$ cat src/prf_pkg.sv
package prf_pkg;

  // operation codes carried by an input word
  typedef enum logic [2:0] {
    OP_PUSH         = 3'd0,
    OP_PULL         = 3'd1,
    OP_PEEK         = 3'd2,
    OP_RESET_PEEK   = 3'd3,
    OP_CLEAR_PEEKED = 3'd4,
    OP_CLEAR        = 3'd5,
    OP_STATUS       = 3'd6
  } prf_op_e;

  // status codes returned with each result word
  typedef enum logic [1:0] {
    ST_OK        = 2'd0,
    ST_OVERFLOW  = 2'd1,
    ST_UNDERFLOW = 2'd2
  } prf_status_e;

  // result flags produced by the control logic
  typedef struct packed {
    prf_status_e status;
    logic        hit;
    logic        nothing_to_peek;
    logic        is_full;
  } prf_flags_t;

  // storage access strobes from control to the byte store
  typedef struct packed {
    logic we;
    logic re;
  } prf_mem_req_t;

endpackage

$ cat src/prf_ram.sv
module prf_ram #(
  parameter int DEPTH = 256,
  localparam int AW = (DEPTH > 1) ? $clog2(DEPTH) : 1
) (
  input  logic                  clk_i,
  input  prf_pkg::prf_mem_req_t req_i,
  input  logic [AW-1:0]         waddr_i,
  input  logic [7:0]            wdata_i,
  input  logic [AW-1:0]         raddr_i,
  output logic [7:0]            rdata_o
);

  logic [7:0] mem [DEPTH];
  logic [7:0] rdata_q;

  // one write port, one registered read port
  always_ff @(posedge clk_i) begin
    if (req_i.we) begin
      mem[waddr_i] <= wdata_i;
    end
    if (req_i.re) begin
      rdata_q <= mem[raddr_i];
    end
  end

  assign rdata_o = rdata_q;

endmodule

$ cat src/prf_ctrl.sv
module prf_ctrl #(
  parameter int DEPTH = 256,
  localparam int AW = (DEPTH > 1) ? $clog2(DEPTH) : 1,
  localparam int CW = $clog2(DEPTH + 1)
) (
  input  logic                  clk_i,
  input  logic                  rst_ni,
  input  logic                  accept_i,
  input  logic [2:0]            operation_i,
  output prf_pkg::prf_mem_req_t req_o,
  output logic [AW-1:0]         waddr_o,
  output logic [AW-1:0]         raddr_o,
  output prf_pkg::prf_flags_t   flags_o,
  output logic [CW-1:0]         count_o
);

  localparam logic [AW:0]   DepthA = (AW + 1)'(DEPTH);
  localparam logic [CW-1:0] DepthC = CW'(DEPTH);

  logic [AW-1:0] head_q, head_d;
  logic [CW-1:0] count_q, count_d;
  logic [CW-1:0] off_q, off_d;
  prf_pkg::prf_mem_req_t req;

  // position that lies off bytes past the head, wrapped at the ring size
  function automatic logic [AW-1:0] ring_pos(input logic [AW-1:0] head,
                                             input logic [AW-1:0] off);
    logic [AW:0] sum;
    sum = {1'b0, head} + {1'b0, off};
    if (sum >= DepthA) begin
      sum = sum - DepthA;
    end
    return sum[AW-1:0];
  endfunction

  // next state and result for one operation
  always_comb begin
    head_d          = head_q;
    count_d         = count_q;
    off_d           = off_q;
    req             = '0;
    flags_o.status  = prf_pkg::ST_OK;
    flags_o.hit     = 1'b0;
    waddr_o         = ring_pos(head_q, count_q[AW-1:0]);
    raddr_o         = head_q;
    unique case (prf_pkg::prf_op_e'(operation_i))
      prf_pkg::OP_PUSH: begin
        if (count_q == DepthC) begin
          flags_o.status = prf_pkg::ST_OVERFLOW;
        end else begin
          req.we  = 1'b1;
          count_d = count_q + CW'(1);
        end
      end
      prf_pkg::OP_PULL: begin
        if (count_q == '0) begin
          flags_o.status = prf_pkg::ST_UNDERFLOW;
        end else begin
          req.re      = 1'b1;
          flags_o.hit = 1'b1;
          if (count_q == CW'(1)) begin
            head_d  = '0;
            count_d = '0;
            off_d   = '0;
          end else begin
            head_d  = ring_pos(head_q, AW'(1));
            count_d = count_q - CW'(1);
            if (off_q != '0) begin
              off_d = off_q - CW'(1);
            end
          end
        end
      end
      prf_pkg::OP_PEEK: begin
        if (off_q >= count_q) begin
          flags_o.status = prf_pkg::ST_UNDERFLOW;
        end else begin
          req.re      = 1'b1;
          flags_o.hit = 1'b1;
          raddr_o     = ring_pos(head_q, off_q[AW-1:0]);
          off_d       = off_q + CW'(1);
        end
      end
      prf_pkg::OP_RESET_PEEK: begin
        off_d = '0;
      end
      prf_pkg::OP_CLEAR_PEEKED: begin
        if (off_q >= count_q) begin
          head_d  = '0;
          count_d = '0;
          off_d   = '0;
        end else begin
          head_d  = ring_pos(head_q, off_q[AW-1:0]);
          count_d = count_q - off_q;
          off_d   = '0;
        end
      end
      prf_pkg::OP_CLEAR: begin
        head_d  = '0;
        count_d = '0;
        off_d   = '0;
      end
      default: begin
        // status and the unused code only report
      end
    endcase
    flags_o.nothing_to_peek = (count_d == '0) || (off_d >= count_d);
    flags_o.is_full         = (count_d == DepthC);
  end

  assign req_o.we = req.we & accept_i;
  assign req_o.re = req.re & accept_i;
  assign count_o  = count_d;

  // ring pointers
  always_ff @(posedge clk_i or negedge rst_ni) begin
    if (!rst_ni) begin
      head_q  <= '0;
      count_q <= '0;
      off_q   <= '0;
    end else if (accept_i) begin
      head_q  <= head_d;
      count_q <= count_d;
      off_q   <= off_d;
    end
  end

endmodule

$ cat src/peekable_ring_fifo_core.sv
// Byte ring FIFO of DEPTH entries with a read-ahead cursor. Each input word
// carries one operation (push, pull, peek, reset peek, clear peeked, clear,
// status) and yields exactly one result word, in the cycle after acceptance, that
// gives the byte read, a status code and the fill state after the operation.
// One word is taken every cycle while the result register drains: the ring
// pointers, the byte store write and its registered read all settle in the
// accepting cycle, and the single result register holds the result word.
// A held result stalls the input. The byte store has no reset; reads only
// ever reach entries that a push has written.
module peekable_ring_fifo_core #(
  parameter int DEPTH = 256,
  localparam int AW = (DEPTH > 1) ? $clog2(DEPTH) : 1,
  localparam int CW = $clog2(DEPTH + 1)
) (
  input  logic          clk_i,
  input  logic          rst_ni,
  input  logic          in_valid_i,
  output logic          in_stall_o,
  input  logic [2:0]    operation_i,
  input  logic [7:0]    push_byte_i,
  output logic          out_valid_o,
  input  logic          out_stall_i,
  output logic [7:0]    read_byte_o,
  output logic [1:0]    status_o,
  output logic          nothing_to_peek_o,
  output logic          is_full_o,
  output logic [CW-1:0] stored_count_o
);

  logic                  accept;
  prf_pkg::prf_mem_req_t mem_req;
  logic [AW-1:0]         waddr;
  logic [AW-1:0]         raddr;
  logic [7:0]            rdata;
  prf_pkg::prf_flags_t   flags;
  logic [CW-1:0]         count;
  logic                  out_valid_q;
  prf_pkg::prf_flags_t   flags_q;
  logic [CW-1:0]         count_q;

  // accept when the result register is empty or being taken
  assign in_stall_o = out_valid_q & out_stall_i;
  assign accept     = in_valid_i & ~in_stall_o;

  prf_ctrl #(.DEPTH(DEPTH)) u_ctrl (
    .clk_i       (clk_i),
    .rst_ni      (rst_ni),
    .accept_i    (accept),
    .operation_i (operation_i),
    .req_o       (mem_req),
    .waddr_o     (waddr),
    .raddr_o     (raddr),
    .flags_o     (flags),
    .count_o     (count)
  );

  prf_ram #(.DEPTH(DEPTH)) u_ram (
    .clk_i   (clk_i),
    .req_i   (mem_req),
    .waddr_i (waddr),
    .wdata_i (push_byte_i),
    .raddr_i (raddr),
    .rdata_o (rdata)
  );

  // result valid
  always_ff @(posedge clk_i or negedge rst_ni) begin
    if (!rst_ni) begin
      out_valid_q <= 1'b0;
    end else if (accept) begin
      out_valid_q <= 1'b1;
    end else if (!out_stall_i) begin
      out_valid_q <= 1'b0;
    end
  end

  // result payload
  always_ff @(posedge clk_i) begin
    if (accept) begin
      flags_q <= flags;
      count_q <= count;
    end
  end

  assign out_valid_o       = out_valid_q;
  assign read_byte_o       = flags_q.hit ? rdata : 8'h00;
  assign status_o          = flags_q.status;
  assign nothing_to_peek_o = flags_q.nothing_to_peek;
  assign is_full_o         = flags_q.is_full;
  assign stored_count_o    = count_q;

  // an accepted word always shows a result on the next cycle
  a_result_follows: assert property (@(posedge clk_i) disable iff (!rst_ni)
    accept |=> out_valid_o)
    else $error("accepted word produced no result");

  // overflow is only reported when the ring is full
  a_overflow_full: assert property (@(posedge clk_i) disable iff (!rst_ni)
    (out_valid_o && status_o == prf_pkg::ST_OVERFLOW) |-> is_full_o)
    else $error("overflow reported while not full");

  // an empty ring never has anything to peek
  a_empty_nothing: assert property (@(posedge clk_i) disable iff (!rst_ni)
    (out_valid_o && stored_count_o == '0) |-> nothing_to_peek_o)
    else $error("empty ring reports bytes to peek");

  // a failed read returns a zero byte
  a_underflow_zero: assert property (@(posedge clk_i) disable iff (!rst_ni)
    (out_valid_o && status_o == prf_pkg::ST_UNDERFLOW) |-> (read_byte_o == 8'h00))
    else $error("underflow returned a non-zero byte");

endmodule

$ cat config.mk
export PLATFORM = sky130hd
export DESIGN_NAME = peekable_ring_fifo_core
export DESIGN_NICKNAME = d
export VERILOG_FILES = /design/src/prf_pkg.sv /design/src/prf_ram.sv /design/src/prf_ctrl.sv /design/src/peekable_ring_fifo_core.sv
export SDC_FILE = /design/constraint.sdc
export NUM_CORES = 2
export LEC_CHECK = 0
export ABC_AREA = 1
export BUFFER_PORTS_ARGS = -buffer_cell sky130_fd_sc_hd__clkbuf_2
export CAP_MARGIN = 10
export CORE_UTILIZATION = 40
export DETAILED_ROUTE_END_ITERATION = 16
export PLACE_DENSITY = 0.54
export SLEW_MARGIN = 10
export SYNTH_ARGS = -nofsm -noshare
export SYNTH_HDL_FRONTEND = slang
export SYNTH_HIERARCHICAL = 1
export SYNTH_SLANG_ARGS = --single-unit
$ cat constraint.sdc
create_clock -name clk_i -period 5.8 [get_ports clk_i]
set_input_delay 0.58 -clock clk_i [delete_from_list [all_inputs] [get_ports clk_i]]
set_output_delay 0.58 -clock clk_i [all_outputs]
set_load 0.01 [all_outputs]
==> results.json <==
{
  "outcome": "finished, final reports clean",
  "wl_met2_mm": 123,
  "numCtsBuffers": 218,
  "die_x_um": 471,
  "cts_tree": "yes",
  "power_leakage_nw": 34.8,
  "cpMaxStageDelayCell": "o21ai_4",
  "slowest_delay_ps": 700,
  "post_drt_wl_per_cell_um": 24.5,
  "cp-end-kind": "register",
  "crit_path_cell_trace": "inv_1 > ha_1 > nand2_1 > nor3_2 > nand3b_2 > nand2_4 > inv_2 > nand2_1 > inv_2 > o21ai_4 > inv_8 > buf_12 > buf_4 > nand3_1 > nand3_1 > nand3_1 > nand3_1 > nand3_1 > nand3_1 > nand2_1 > nand2_1 > nand2_1",
  "reg2reg_slack_ps": 220,
  "min_path_cells": 1,
  "power_frac_comb_pct": 33.3,
  "relSlewSlack_pct": 16.1,
  "antenna_found_initial": 10,
  "htree_levels": 4,
  "grt_pass1_vias": 56900,
  "synth.distinct_cells": 49,
  "overflow": 0,
  "clock_sinks": 2097,
  "drc": 0,
  "cp.depth": 22,
  "layout.nets": 7707,
  "r2r_start": "u_ctrl/off_q[5]",
  "die_y_um": 471,
  "drv_slew": 0,
  "path_clk_slew_ps": 70,
  "r2r-end": "u_ram/rdata_o[2]",
  "synth_area_mm2": 0.0881,
  "vdd_drop_max_uv": 421,
  "wl_met1_mm": 113,
  "io_buffers": 37,
  "crit_family": "simple AND/OR/NAND/NOR gates",
  "layout_commonest_cell": "nand2_1",
  "grtUsageTotal_pct": 23.2,
  "utilization_pct": 45.2,
  "worstSetupPathType": "reg2reg",
  "rsz0062_at_grt": "false",
  "min_to": "u_ram/mem[107][1]",
  "crit_buf_inv": 6,
  "min_path_type": "in2reg",
  "start_util_pct": 40.4,
  "clock_latency_ps": 870,
  "ios": 38,
  "hold_start": "push_byte_i[1]",
  "synth_flop_cell": "edfxtp_1",
  "arrival_ps": 6290,
  "seq_area_mm2": 0.0628,
  "detail-route-antenna-nets": 0,
  "layout_common_cells": "2309 x nand2_1, 2077 x nand3_1, 2070 x edfxtp_1, 322 x nor2_1, 220 x clkbuf_16",
  "fin_skew_ps": 54.5,
  "r2r_cells": 22,
  "n_fill_cell": 19900,
  "drt_first_pass_iters": 5,
  "seq_power_share_pct": 36.8,
  "ys_ff_latch": 2097,
  "avgViaCountPerCell": 5.55,
  "fin_crit_sh_pct": 96.2,
  "setup_violations": 0,
  "grt_pass1_wl_mm": 384,
  "p_sw_share_pct": 37.9,
  "syn-instance-count": 7691,
  "syn_nets": 7750,
  "cp-start-kind": "register",
  "crit_required_ps": 6510,
  "yosysWarnings": 6,
  "syn_avg_cell_area_um2": 11.5,
  "globalplace.congestion": 0.853,
  "cp_common_cell": "nand3_1",
  "core_area_mm2": 0.218,
  "p_int_mw": 28.5,
  "die-area_mm2": 0.222,
  "clock_tree.buffer_depth": 3,
  "fmax_mhz": 179,
  "cp_max_fo": 76,
  "async_flop_share_pct": 1.29,
  "fin_crit_ps": 5580,
  "drive_gt1_share_pct": 7.62,
  "p_clk_share_pct": 29.9,
  "ys_seq_area_share_pct": 71.3,
  "p_sw_mw": 17.4,
  "tightestPinTransition_ps": 1250,
  "clockRootBuffer": "clkbuf_16",
  "tns_ps": 0,
  "grt_start_max_net_pins": 169,
  "rows": 171,
  "powerDensity_mw_per_mm2": 465,
  "synth-edff-count": 2070,
  "routed_wl_mm": 262,
  "area_delta_synth_final_pct": 11.9,
  "drt_iter0_drc": 6348,
  "via_count": 59300,
  "top_layer_used": "met5",
  "drv_cap": 0,
  "multi_input_area_mm2": 0.0222,
  "dp.final_hpwl_mm": 148,
  "hold_viol_final": 0,
  "route.met3.wl_mm": 19.3
}
-- sequential cells by signal, indices dropped and copies added, names as in the netlist --
register	flops
stored_count_o	9
u_ctrl/count_q	9
flags_q	1
status_o	2
u_ctrl/head_q	8
nothing_to_peek_o	1
u_ctrl/off_q	9
is_full_o	1
u_ram/rdata_o	8
out_valid_o	1
u_ram/mem	2048
-- per-layer routing --
metal,track usage (%),vias up
met3,4.00,361
met2,36.7,2206
met5,0,-
met1,32.6,29700
met4,6.75,2
li1,-,27100
-- power by group through the flow --
stage	sequential [mW]	clock [mW]	combinational, mW
6_report	16.9	13.7	15.3
5_1_grt	16.9	14.5	16.5
4_1_cts	16.9	13.9	15.1
3_5_place_dp	17.2	0	15.1
3_3_place_gp	17.2	0	15.0
2_1_floorplan	17.2	0	9.55
-- worst reg2reg max path, delay by kind of cell (launching register included) --
| kind | cells | cell delay, ps |
|---|---|---|
| AO/OA/AOI/OAI | 1 | 700 |
| adder cells (fa/ha/maj) | 1 | 410 |
| buffers and inverters | 6 | 1590 |
| flip-flops | 1 | 510 |
| AND/OR/NAND/NOR | 14 | 2200 |
-- through the flow --
stage / hold slack [ps] / power [mW] / worst slack (ps) / instances / cell area, µm²
global placement: 525 / 32.2 / 346 / 10300 / 91400
detailed placement: 548 / 32.3 / 343 / 10300 / 91400
floorplan: 284 / 26.7 / 2160 / 7691 / 88100
finish: 136 / 45.9 / 222 / 10700 / 98500
global route: 142 / 47.9 / 21.6 / 10700 / 98500
CTS: 124 / 45.9 / 312 / 10700 / 98400
-- kinds of logic (layout without fill, tap and decap cells) --
kind of cell               Yosys count  after routing  synth area share [%]
buffers and inverters              649            796                  3.55
adders and majority gates           44             44                 0.651
and+or+nand+nor                   4760           4760                  23.5
AOI/OAI and AO/OA                  116            116                 0.749
other                                0              8                     0
DFF                               2097           2097                  71.3
xor gates and xnor gates            25             25                 0.249
-- worst max-delay path by stage --
stage                               start  slack [ps]                end
after floorplan                in_valid_i        2160  u_ram/mem[162][0]
after global placement    u_ctrl/off_q[3]         350   u_ram/rdata_o[2]
after detailed placement  u_ctrl/off_q[3]         340   u_ram/rdata_o[2]
after CTS                 u_ctrl/off_q[3]         310   u_ram/rdata_o[2]
after global routing      u_ctrl/off_q[2]          20   u_ram/rdata_o[2]
final                     u_ctrl/off_q[5]         220   u_ram/rdata_o[2]
-- cells in the mapped netlist, types with 9 or more instances --
cell	instances	share of area, %
xor2_1	21	0.21
edfxtp_1	2070	71
inv_1	134	0.57
nand3_1	2077	12
buf_2	277	1.6
nor2_1	323	1.4
a21oi_1	38	0.22
dfrtp_1	27	0.77
nor3_1	9	0.051
ha_1	41	0.58
nand2_1	2316	9.9
buf_1	41	0.17
buf_6	20	0.26
o21ai_0	42	0.24
clkbuf_1	117	0.50
buf_4	49	0.42
-- what timing repair did --
| item | CTS | global route |
|---|---|---|
| hold buffers | 3 | 0 |
| endpoints found under the hold margin | 28 | 0 |
| buffers inserted | 0 | 4 |
| setup endpoints to repair | 0 | 2 |
| gates resized for setup | 0 | 2 |
-- layout make-up --
class | instances | area share (%)
well taps | 2854 | 3.62
multi-input cells | 4945 | 22.5
clock inverters | 154 | 1.37
repair inverters | 2 | 0.0229
clock buffers | 256 | 5.72
repair buffers | 240 | 2.35
inverters | 144 | 0.593
diodes | 8 | 0.0203
flip-flops and latches | 2097 | 63.8
(Power assumes the default switching activity.)
